**config.mk**
```make
export PLATFORM = sky130hd
export DESIGN_NAME = region_table_access_check_top
export DESIGN_NICKNAME = d
export VERILOG_FILES = /design/src/rtl/rtac_pkg.sv /design/src/rtl/rtac_table.sv /design/src/rtl/region_table_access_check_top.sv
export SDC_FILE = /design/constraint.sdc
export NUM_CORES = 2
export LEC_CHECK = 0
export ABC_AREA = 1
export BUFFER_PORTS_ARGS = -buffer_cell sky130_fd_sc_hd__clkbuf_2
export CORE_MARGIN = 3
export CORE_UTILIZATION = 50
export DETAILED_ROUTE_END_ITERATION = 10
export PLACE_DENSITY = 0.66
export SETUP_SLACK_MARGIN = 0.2
export SYNTH_ARGS = -nofsm -noshare
export SYNTH_HDL_FRONTEND = slang
export SYNTH_SLANG_ARGS = --single-unit
```
**constraint.sdc**
```tcl
create_clock -name clk -period 18 [get_ports clk]
set_clock_uncertainty 0.2 [all_clocks]
set_input_delay 3.6 -clock clk [delete_from_list [all_inputs] [get_ports clk]]
set_output_delay 3.6 -clock clk [all_outputs]
set_load 0.02 [all_outputs]
```
**src/rtl/rtac_pkg.sv**
```systemverilog
// Shared types and codes for the region table access checker.
// Holds the entry layout, operation and status codes, and the sequencer states.
// No dependencies; used by rtac_table and region_table_access_check_top.
`default_nettype none

package rtac_pkg;

  localparam int ADDR_BITS       = 32;
  localparam int MAX_REGIONS_DEF = 16;
  localparam int PAGE_BYTES_DEF  = 4096;

  localparam logic [31:0] WIN_BASE_RST = 32'h0020_0000;
  localparam logic [31:0] WIN_TOP_RST  = 32'hB000_0000;

  // configuration register indexes
  localparam logic CFG_WIN_BASE = 1'b0;
  localparam logic CFG_WIN_TOP  = 1'b1;

  // permission flag bits
  localparam int FLAG_READ_BIT  = 0;
  localparam int FLAG_WRITE_BIT = 1;
  localparam int FLAG_STACK_BIT = 3;

  typedef logic [ADDR_BITS-1:0] addr_t;
  typedef logic [3:0]           flags_t;

  typedef struct packed {
    flags_t flags;
    addr_t  stop;   // exclusive end
    addr_t  start;
  } entry_t;

  typedef enum logic [1:0] {
    OP_CLEAR  = 2'd0,
    OP_INSERT = 2'd1,
    OP_FIND   = 2'd2,
    OP_CHECK  = 2'd3
  } op_t;

  typedef enum logic [1:0] {
    STAT_OK        = 2'd0,
    STAT_DENIED    = 2'd1,
    STAT_BAD_RANGE = 2'd2,
    STAT_FULL      = 2'd3
  } status_t;

  typedef enum logic [2:0] {
    S_IDLE,
    S_START,
    S_SCAN,
    S_SHIFT,
    S_PLACE,
    S_DONE
  } state_t;

endpackage

`default_nettype wire

```
**src/rtl/rtac_table.sv**
```systemverilog
// Region entry store: one write port, one read port with registered read data.
// Depends on rtac_pkg for the entry layout.
`default_nettype none

module rtac_table #(
  parameter int DEPTH = rtac_pkg::MAX_REGIONS_DEF,
  parameter int IDX_W = $clog2(rtac_pkg::MAX_REGIONS_DEF)
) (
  input  wire logic              clk,
  input  wire logic [IDX_W-1:0]  rd_addr,
  output rtac_pkg::entry_t       rd_data,
  input  wire logic              wr_en,
  input  wire logic [IDX_W-1:0]  wr_addr,
  input  wire rtac_pkg::entry_t  wr_data
);

  rtac_pkg::entry_t mem [DEPTH];

  always_ff @(posedge clk) begin
    if (wr_en) begin
      mem[wr_addr] <= wr_data;
    end
    rd_data <= mem[rd_addr];
  end

endmodule

`default_nettype wire

```
**src/rtl/region_table_access_check_top.sv**
```systemverilog
// Region table access checker: sorted region table with clear, insert, find and check.
// Depends on rtac_pkg and rtac_table.
`default_nettype none

// Usage
//   Input stream (s_*): one operation per transfer, accepted only while the
//   sequencer is idle and out of reset. s_tuser carries the operation code.
//   Output stream (m_*): exactly one result per operation, held in an output
//   register until the receiver takes it; a stalled receiver only delays the
//   return to idle, the finished result is never overwritten.
//   Config channel (cfg_*): ready outside reset; write window registers while idle.
// Sequence per operation: the start state, then the table walk for find, check
// and insert, then for an insert the shift of later entries and the placement of
// the new entry, then the done state that loads the result. Clear, and operations
// rejected at the start, go straight to the done state.
// The table walk reads one entry per cycle from the entry store, and an
// insert then moves each later entry up one slot, one store write per cycle.
// The next operation is accepted the cycle after the result is loaded, so
// operations never overlap, and a stalled receiver holds off the next one.
// Reset (rst, synchronous) empties the table and restores the window
// registers; entry contents stay undefined until written.

module region_table_access_check_top #(
  parameter int MAX_REGIONS = rtac_pkg::MAX_REGIONS_DEF,
  parameter int PAGE_BYTES  = rtac_pkg::PAGE_BYTES_DEF
) (
  input  wire logic        clk,
  input  wire logic        rst,
  // input stream
  input  wire logic        s_tvalid,
  output logic             s_tready,
  input  wire logic [71:0] s_tdata,   // address[31:0], extent[63:32], perm_flags[67:64],
                                      // is_write[68], zero fill
  input  wire logic [1:0]  s_tuser,   // operation[1:0]
  // output stream
  output logic             m_tvalid,
  input  wire logic        m_tready,
  output logic [79:0]      m_tdata,   // hit_start[31:0], hit_end[63:32], hit_flags[67:64],
                                      // region_count[72:68], zero fill
  output logic [1:0]       m_tuser,   // status[1:0]
  // configuration writes
  input  wire logic        cfg_valid,
  output logic             cfg_ready,
  input  wire logic        cfg_index,
  input  wire logic [31:0] cfg_data
);

  localparam int IW = $clog2(MAX_REGIONS);
  localparam int CW = $clog2(MAX_REGIONS + 1);
  localparam logic [CW-1:0] MAX_CNT = CW'(MAX_REGIONS);
  localparam rtac_pkg::addr_t PAGE_SPAN = rtac_pkg::addr_t'(PAGE_BYTES);

  rtac_pkg::state_t state, state_next;

  rtac_pkg::op_t    op;
  rtac_pkg::addr_t  key;       // insert start, find address, check cursor
  rtac_pkg::addr_t  lim;       // insert end, check stop
  rtac_pkg::flags_t flg;
  logic             wr;
  logic [CW-1:0]    used;
  logic [CW-1:0]    idx;       // entry index held in rd_data
  logic [CW-1:0]    w;         // shift destination
  rtac_pkg::addr_t  prev_end;
  logic             have_prev;
  rtac_pkg::addr_t  win_base, win_top;

  rtac_pkg::status_t res_status;
  rtac_pkg::entry_t  res_entry;

  logic [IW-1:0]     rd_addr, wr_addr;
  logic              wr_en;
  rtac_pkg::entry_t  rd_data, wr_data, new_entry;

  logic              fin, fin_hit, adv, shift_go, out_free;
  rtac_pkg::status_t fin_status;

  rtac_pkg::entry_t e;
  rtac_pkg::addr_t  stop_sum;
  logic             in_range, below, contains, overlap, stack_hit, need_ok;
  logic [CW-1:0]    idx_inc, used_m1, w_m1, w_m2;

  rtac_table #(.DEPTH(MAX_REGIONS), .IDX_W(IW)) u_table (
    .clk     (clk),
    .rd_addr (rd_addr),
    .rd_data (rd_data),
    .wr_en   (wr_en),
    .wr_addr (wr_addr),
    .wr_data (wr_data)
  );

  assign s_tready  = (state == rtac_pkg::S_IDLE) && !rst;
  assign cfg_ready = !rst;
  assign out_free  = !m_tvalid || m_tready;

  assign e         = rd_data;
  assign new_entry = '{flags: flg, stop: lim, start: key};
  assign stop_sum  = key + lim;
  assign idx_inc   = idx + CW'(1);
  assign used_m1   = used - CW'(1);
  assign w_m1      = w - CW'(1);
  assign w_m2      = w - CW'(2);

  assign in_range  = idx < used;
  assign below     = in_range && (e.start <= key);
  assign contains  = below && (key < e.stop);
  assign overlap   = (have_prev && (prev_end > key)) || (in_range && (lim > e.start));
  assign stack_hit = e.flags[rtac_pkg::FLAG_STACK_BIT] && ((key - e.start) < PAGE_SPAN);
  assign need_ok   = wr ? e.flags[rtac_pkg::FLAG_WRITE_BIT] : e.flags[rtac_pkg::FLAG_READ_BIT];

  always_ff @(posedge clk) begin
    if (rst) begin
      state <= rtac_pkg::S_IDLE;
    end else begin
      state <= state_next;
    end
  end

  always_comb begin
    state_next = state;
    rd_addr    = '0;
    wr_en      = 1'b0;
    wr_addr    = idx[IW-1:0];
    wr_data    = new_entry;
    fin        = 1'b0;
    fin_status = rtac_pkg::STAT_OK;
    fin_hit    = 1'b0;
    adv        = 1'b0;
    shift_go   = 1'b0;
    unique case (state)
      rtac_pkg::S_IDLE: begin
        if (s_tvalid) state_next = rtac_pkg::S_START;
      end
      rtac_pkg::S_START: begin
        unique case (op)
          rtac_pkg::OP_CLEAR: fin = 1'b1;
          rtac_pkg::OP_INSERT: begin
            if (key >= lim) begin
              fin        = 1'b1;
              fin_status = rtac_pkg::STAT_BAD_RANGE;
            end else begin
              state_next = rtac_pkg::S_SCAN;
            end
          end
          rtac_pkg::OP_FIND: state_next = rtac_pkg::S_SCAN;
          rtac_pkg::OP_CHECK: begin
            if (win_base <= key && key < stop_sum && stop_sum <= win_top) begin
              state_next = rtac_pkg::S_SCAN;
            end else begin
              fin        = 1'b1;
              fin_status = rtac_pkg::STAT_DENIED;
            end
          end
        endcase
      end
      rtac_pkg::S_SCAN: begin
        // prefetch the next entry while this one is judged
        rd_addr = idx_inc[IW-1:0];
        unique case (op)
          rtac_pkg::OP_FIND: begin
            if (!in_range) begin
              fin        = 1'b1;
              fin_status = rtac_pkg::STAT_DENIED;
            end else if (contains) begin
              fin     = 1'b1;
              fin_hit = 1'b1;
            end else begin
              adv = 1'b1;
            end
          end
          rtac_pkg::OP_INSERT: begin
            if (below) begin
              adv = 1'b1;
            end else if (overlap) begin
              fin        = 1'b1;
              fin_status = rtac_pkg::STAT_BAD_RANGE;
            end else if (used >= MAX_CNT) begin
              fin        = 1'b1;
              fin_status = rtac_pkg::STAT_FULL;
            end else if (in_range) begin
              // open a slot at idx: move entries up from the top
              shift_go   = 1'b1;
              rd_addr    = used_m1[IW-1:0];
              state_next = rtac_pkg::S_SHIFT;
            end else begin
              state_next = rtac_pkg::S_PLACE;
            end
          end
          rtac_pkg::OP_CHECK: begin
            if (key >= lim) begin
              fin = 1'b1;
            end else if (!in_range) begin
              fin        = 1'b1;
              fin_status = rtac_pkg::STAT_DENIED;
            end else if (contains) begin
              if (!need_ok || (wr && stack_hit)) begin
                fin        = 1'b1;
                fin_status = rtac_pkg::STAT_DENIED;
              end else begin
                adv = 1'b1;
              end
            end else if (e.start > key) begin
              fin        = 1'b1;
              fin_status = rtac_pkg::STAT_DENIED;
            end else begin
              adv = 1'b1;
            end
          end
          rtac_pkg::OP_CLEAR: fin = 1'b1;
        endcase
      end
      rtac_pkg::S_SHIFT: begin
        wr_en   = 1'b1;
        wr_addr = w[IW-1:0];
        wr_data = rd_data;
        rd_addr = w_m2[IW-1:0];
        if (w_m1 == idx) state_next = rtac_pkg::S_PLACE;
      end
      rtac_pkg::S_PLACE: begin
        wr_en = 1'b1;
        fin   = 1'b1;
      end
      rtac_pkg::S_DONE: begin
        if (out_free) state_next = rtac_pkg::S_IDLE;
      end
      default: state_next = rtac_pkg::S_IDLE;
    endcase
    if (fin) state_next = rtac_pkg::S_DONE;
  end

  // control registers
  always_ff @(posedge clk) begin
    if (rst) begin
      used     <= '0;
      m_tvalid <= 1'b0;
      win_base <= rtac_pkg::WIN_BASE_RST;
      win_top  <= rtac_pkg::WIN_TOP_RST;
    end else begin
      if (state == rtac_pkg::S_START && op == rtac_pkg::OP_CLEAR) begin
        used <= '0;
      end else if (state == rtac_pkg::S_PLACE) begin
        used <= used + CW'(1);
      end
      if (state == rtac_pkg::S_DONE && out_free) begin
        m_tvalid <= 1'b1;
      end else if (m_tready) begin
        m_tvalid <= 1'b0;
      end
      if (cfg_valid && cfg_ready) begin
        case (cfg_index)
          rtac_pkg::CFG_WIN_BASE: win_base <= cfg_data;
          rtac_pkg::CFG_WIN_TOP:  win_top  <= cfg_data;
          default: ;
        endcase
      end
    end
  end

  // datapath registers
  always_ff @(posedge clk) begin
    if (state == rtac_pkg::S_IDLE && s_tvalid) begin
      op  <= rtac_pkg::op_t'(s_tuser);
      key <= s_tdata[31:0];
      lim <= s_tdata[63:32];
      flg <= s_tdata[67:64];
      wr  <= s_tdata[68];
    end
    if (state == rtac_pkg::S_START) begin
      idx       <= '0;
      have_prev <= 1'b0;
      if (op == rtac_pkg::OP_CHECK) lim <= stop_sum;
    end
    if (adv) begin
      idx <= idx_inc;
      if (op == rtac_pkg::OP_INSERT) begin
        prev_end  <= e.stop;
        have_prev <= 1'b1;
      end
      // advance the check cursor past the covering region
      if (op == rtac_pkg::OP_CHECK && contains) key <= e.stop;
    end
    if (shift_go) begin
      w <= used;
    end else if (state == rtac_pkg::S_SHIFT) begin
      w <= w_m1;
    end
    if (fin) begin
      res_status <= fin_status;
      res_entry  <= fin_hit ? rd_data : '0;
    end
    if (state == rtac_pkg::S_DONE && out_free) begin
      m_tuser <= res_status;
      m_tdata <= {7'b0, 5'(used), res_entry.flags, res_entry.stop, res_entry.start};
    end
  end

  a_used_bound: assert property (@(posedge clk) disable iff (rst)
    used <= MAX_CNT)
    else $error("region count exceeds table depth");

  a_scan_idx: assert property (@(posedge clk) disable iff (rst)
    state == rtac_pkg::S_SCAN |-> idx <= used)
    else $error("table walk ran past the last region");

  a_shift_range: assert property (@(posedge clk) disable iff (rst)
    state == rtac_pkg::S_SHIFT |-> (w > idx) && (w < MAX_CNT))
    else $error("shift destination outside the open slot range");

  a_clear_empties: assert property (@(posedge clk) disable iff (rst)
    state == rtac_pkg::S_START && op == rtac_pkg::OP_CLEAR |=> used == '0)
    else $error("clear left regions in the table");

  a_miss_zero: assert property (@(posedge clk) disable iff (rst)
    m_tvalid && m_tuser != rtac_pkg::STAT_OK |-> m_tdata[67:0] == '0)
    else $error("failed operation returned region fields");

endmodule

`default_nettype wire
```
==> summary.md <==
| Metric | Value |
|---|---|
| Met2 wire length | `just under 100000 um` |
| Routed wire length | `roughly 210000 um` |
| Number of global-route vias before repair | `48.7k` |
| Leading post-synthesis cells by cell area | `sky130_fd_sc_hd__edfxtp_1, sky130_fd_sc_hd__nand2_1, sky130_fd_sc_hd__nand3_1` |
| Drt initial violations | `5652` |
| Count of cells along the worst hold path | `0` |
| Dominant cell by count in the synthesized netlist | `sky130_fd_sc_hd__nand2_1` |
| Mean post-synth cell area | `10.1 sq um` |
| Static leakage | `~33 nW` |
| Top cell types by occurrence after synthesis | `sky130_fd_sc_hd__nand2_1, sky130_fd_sc_hd__edfxtp_1, sky130_fd_sc_hd__inv_1` |
| FF-to-FF setup slack | `approximately 10 ns` |
| Run status | `finished, final reports clean` |
| Number of nets still failing antenna checks after routing | `0` |
| Req. time, crit path | `18.49 ns` |
| Capture endpoint of the worst hold path | `m_tdata[62]$_DFFE_PP_` |
| Buffer depth of the longest clock path | `3` |
| Cell Rows | `~140` |
| Area growth from synthesis to layout | `11.4%` |
| Hold Buf Count CTS | `0` |
| Register area share after synthesis | `0.599` |
| Worst hold start | `res_entry[62]$_SDFFCE_PN0P_` |
| CP max FO | `206` |
| Transition time of the tightest slew-check pin | `1.39 ns` |
| Top-level port count | `197` |
| Top layer reached by signal wires | `met5` |
| Number of levels the H-tree was split into | `4` |
| Post-route fraction of the period consumed by the critical path | `0.437` |
| Number of antenna violations at the first check in global routing | `5` |
| Detailed placement HPWL | `between 100000 and 150000 um` |
| Vias | `51.7k` |
| Prevailing post-synth register cell | `sky130_fd_sc_hd__edfxtp_1` |
| Pre-Repair DR Iteration Count | `6` |
| Global placement routability congestion | `0.986` |
| Worst setup slack before clock tree synthesis | `10.15 ns` |
| Wire length of the first global-routing pass | `312000 um` |
| Layout cell share with drive strength beyond 1 | `0.0810` |
| RSZ-0062 raised after global routing | `no` |
| Post-synthesis cell type count | `59` |
| Cell repeated most along the worst path | `sky130_fd_sc_hd__nand2_1` |
| Setup bufs post-CTS | `0` |
| Fmax achieved | `0.127 GHz` |
| Dominant cell type by area after synthesis | `sky130_fd_sc_hd__edfxtp_1` |
| Average routed wire per standard cell | `23.1 um` |
| M1 WL | `between 90000 and 100000 um` |
| Die span in y | `383 um` |
| R2r worst-path depth | `22` |
| Final total negative setup slack | `0 ns` |
| Adder-cell share of the synthesized area | `0.0532` |
| Critical Path Source | `key[10]$_DFF_P_` |
| Element type at the critical path start | `register` |
| Remaining design rule violation count | `0` |
| Clock-pin slew reported for the worst setup and hold paths after clock tree synthesis | `0.06 ns` |
| Max-cap violation count | `0` |
| Max Slew Vio Count | `0` |
| Port Buffer Count | `between 150 and 200` |
| Clock latency of the later-clocked register in the worst-skew pair | `around 0.8 ns` |
| Complex-gate fraction of the synthesized area | `0.0524` |
| Post-layout minimum cycle time | `a little under 8 ns` |
| Initial cell density of the core | `0.507` |
| Data arrival time of the worst path | `roughly 8.4 ns` |
| Total clock buffers created by CTS | `159` |
| Share of synthesized flip-flops with an asynchronous set or reset | `0` |
| Dominant combinational cell family by area after synthesis | `simple AND/OR/NAND/NOR gates` |
| Multiplexer fraction of the synthesized cell area | `0` |
| Reg-to-reg critical path endpoint | `u_table.rd_data[52]$_DFF_P_` |
| CORE AREA | `140000 sq um` |
| Synthesized flop and latch total | `approximately 1.5k` |
| Category of the critical setup timing path | `reg2reg` |
| Count of flip-flops with a built-in enable after synthesis | `1282` |
| Critical path's largest stage delay | `0.96 ns` |
| Maximum number of pins on one net before global-route repair | `207` |
| Power density relative to cell area | `167 nW/um^2` |
| TritonCTS clock tree | `yes` |
| Warning count from the yosys run | `0` |
| Number of sinks on the clock net | `1488` |
| XOR/XNOR share of the synthesized area | `0.00406` |
| Post-synth design cell area | `71200 sq um` |
| Vias per cell | `approximately 5.6` |
| Worst-case headroom to the max-slew limit | `0.0702` |
| Root buffer cell | `sky130_fd_sc_hd__clkbuf_16` |
| Worst Setup End Kind | `register` |
| Number of hold violations in the final report | `0` |
| Class of the tightest hold or removal check | `reg2reg` |
| Post-synth top area share | `0.541` |
| Die Width | `383 um` |
| Synthesized netlist cell count | `7085` |
| Gr usage total | `0.284` |
| Number of gates resized after cts | `0` |
| Met3 layer wire length in the routed design | `18800 um` |
| Worst R2R Start | `key[10]$_DFF_P_` |
| VDD IR max | `0.0000922 V` |
| Setup violation total in the final timing report | `0` |
| Crit path setup slack, layout | `10.14 ns` |
| Ordered cell list for the critical path | `inv_1 -> ha_1 -> nand2_1 -> nor4_1 -> nand2_1 -> nand3_1 -> nand2_1 -> nand3_1 -> nand2_1 -> nand2_1 -> nor2_2 -> nand4_1 -> nand3_4 -> nand2_8 -> buf_12 -> buf_4 -> buf_4 -> nand2_1 -> nand3_1 -> nand3_1 -> nand3_1 -> nand2_1` |
| Post-layout net count | `7621` |
| Overall die area | `approximately 150000 sq um` |
| Area share of and/or/nand/nor cells after synthesis | `0.209` |
| Residual overflow from global routing | `0` |
| Slowest library cell on the worst path | `sky130_fd_sc_hd__nor4_1` |
-- cell type report --
| class | count | area [sq um] |
|---|---|---|
| Antenna cell | 3 | 7.51 |
| Clock buffer | 213 | 4340 |
| Clock inverter | 85 | 1100 |
| Fill cell | 11900 | 61100 |
| Inverter | 1094 | 4130 |
| Multi-Input combinational cell | 4166 | 22900 |
| Sequential cell | 1488 | 42600 |
| Tap cell | 1876 | 2350 |
| Timing Repair Buffer | 298 | 1840 |
-- critical path: cells and delay by family (launching register included) --
kind                     cells  cell delay [ns]
adder cells (fa/ha/maj)      1             0.36
buffers and inverters        4             2.80
flip-flops                   1             0.56
AND/OR/NAND/NOR             17             3.47
-- per-stage QoR --
step,util,instances,hold slack (ns),instance area [sq um],power [mW]
2_1_floorplan,-,7091,0.200,71200,8.02
3_3_place_gp,0.526,8921,0.203,73800,9.77
3_5_place_dp,0.526,8921,0.205,73800,9.87
4_1_cts,0.565,9219,0.153,79300,13.2
5_1_grt,0.565,9220,0.167,79300,14.0
6_report,0.565,9223,0.155,79300,13.3
-- how the worst max path moves through the flow --
stage | end | slack [ns] | cells after the start
3_5_place_dp | s_tready | 10.15 | 3
2_1_floorplan | cfg_ready | 9.81 | 3
5_1_grt | u_table.rd_data[64]$_DFF_P_ | 9.82 | 23
6_report | u_table.rd_data[52]$_DFF_P_ | 10.14 | 22
3_3_place_gp | s_tready | 10.15 | 3
4_1_cts | s_tready | 10.15 | 3
-- cell usage in the layout, fill, tap and decap left out, drive strengths merged, types with 2 or more instances in the layout --
cell type / netlist / layout
a21oi: 220 / 220
clkinv: 4 / 63
nor2: 236 / 236
clkbuf: 152 / 399
a31o: 2 / 2
a21o: 4 / 4
buf: 191 / 112
edfxtp: 1282 / 1282
xnor2: 4 / 4
and2: 4 / 4
nor3: 30 / 30
o21ai: 322 / 322
o21a: 40 / 40
a211oi: 4 / 4
a31oi: 5 / 5
diode: 0 / 3
o21bai: 11 / 11
conb: 1 / 7
inv: 1090 / 1095
nand3b: 414 / 414
o2111ai: 5 / 5
o211ai: 37 / 37
nand2: 1447 / 1447
clkinvlp: 0 / 4
ha: 301 / 301
nor4: 13 / 13
a41oi: 2 / 2
o22ai: 2 / 2
a21boi: 2 / 2
xor2: 29 / 29
nand4: 28 / 28
or2: 4 / 4
bufinv: 0 / 17
a221oi: 3 / 3
nand3: 975 / 975
dfxtp: 206 / 206
o221ai: 6 / 6
-- report_power, final --
| group | total, mW | internal (mW) | switching [mW] |
|---|---|---|---|
| logic | 5.00 | 1.45 | 3.55 |
| registers | 4.90 | 4.57 | 0.332 |
| clock network | 3.36 | 1.96 | 1.40 |
-- registers in the layout, indices dropped and copies added, names as in the netlist, 32 cells and up --
name,cells
key,32
lim,32
m_tdata,73
prev_end,32
res_entry,68
u_table.mem,1088
u_table.rd_data,68
win_base,32
win_top,32
-- cell families after synthesis --
logic type | after synthesis
flip-flops | 1488
XOR/XNOR | 33
adder cells (fa/ha/maj) | 302
other | 1
buffers and inverters | 1437
AO/OA/AOI/OAI | 670
AND/OR/NAND/NOR | 3154
-- metal layers --
metal | vias up | GRT usage
met4 | 2 | 0.0959
met1 | 24900 | 0.405
met3 | 369 | 0.0477
met5 | - | 0
li1 | 24100 | -
met2 | 2247 | 0.443
No activity file was read; power rests on OpenSTA's default activity.
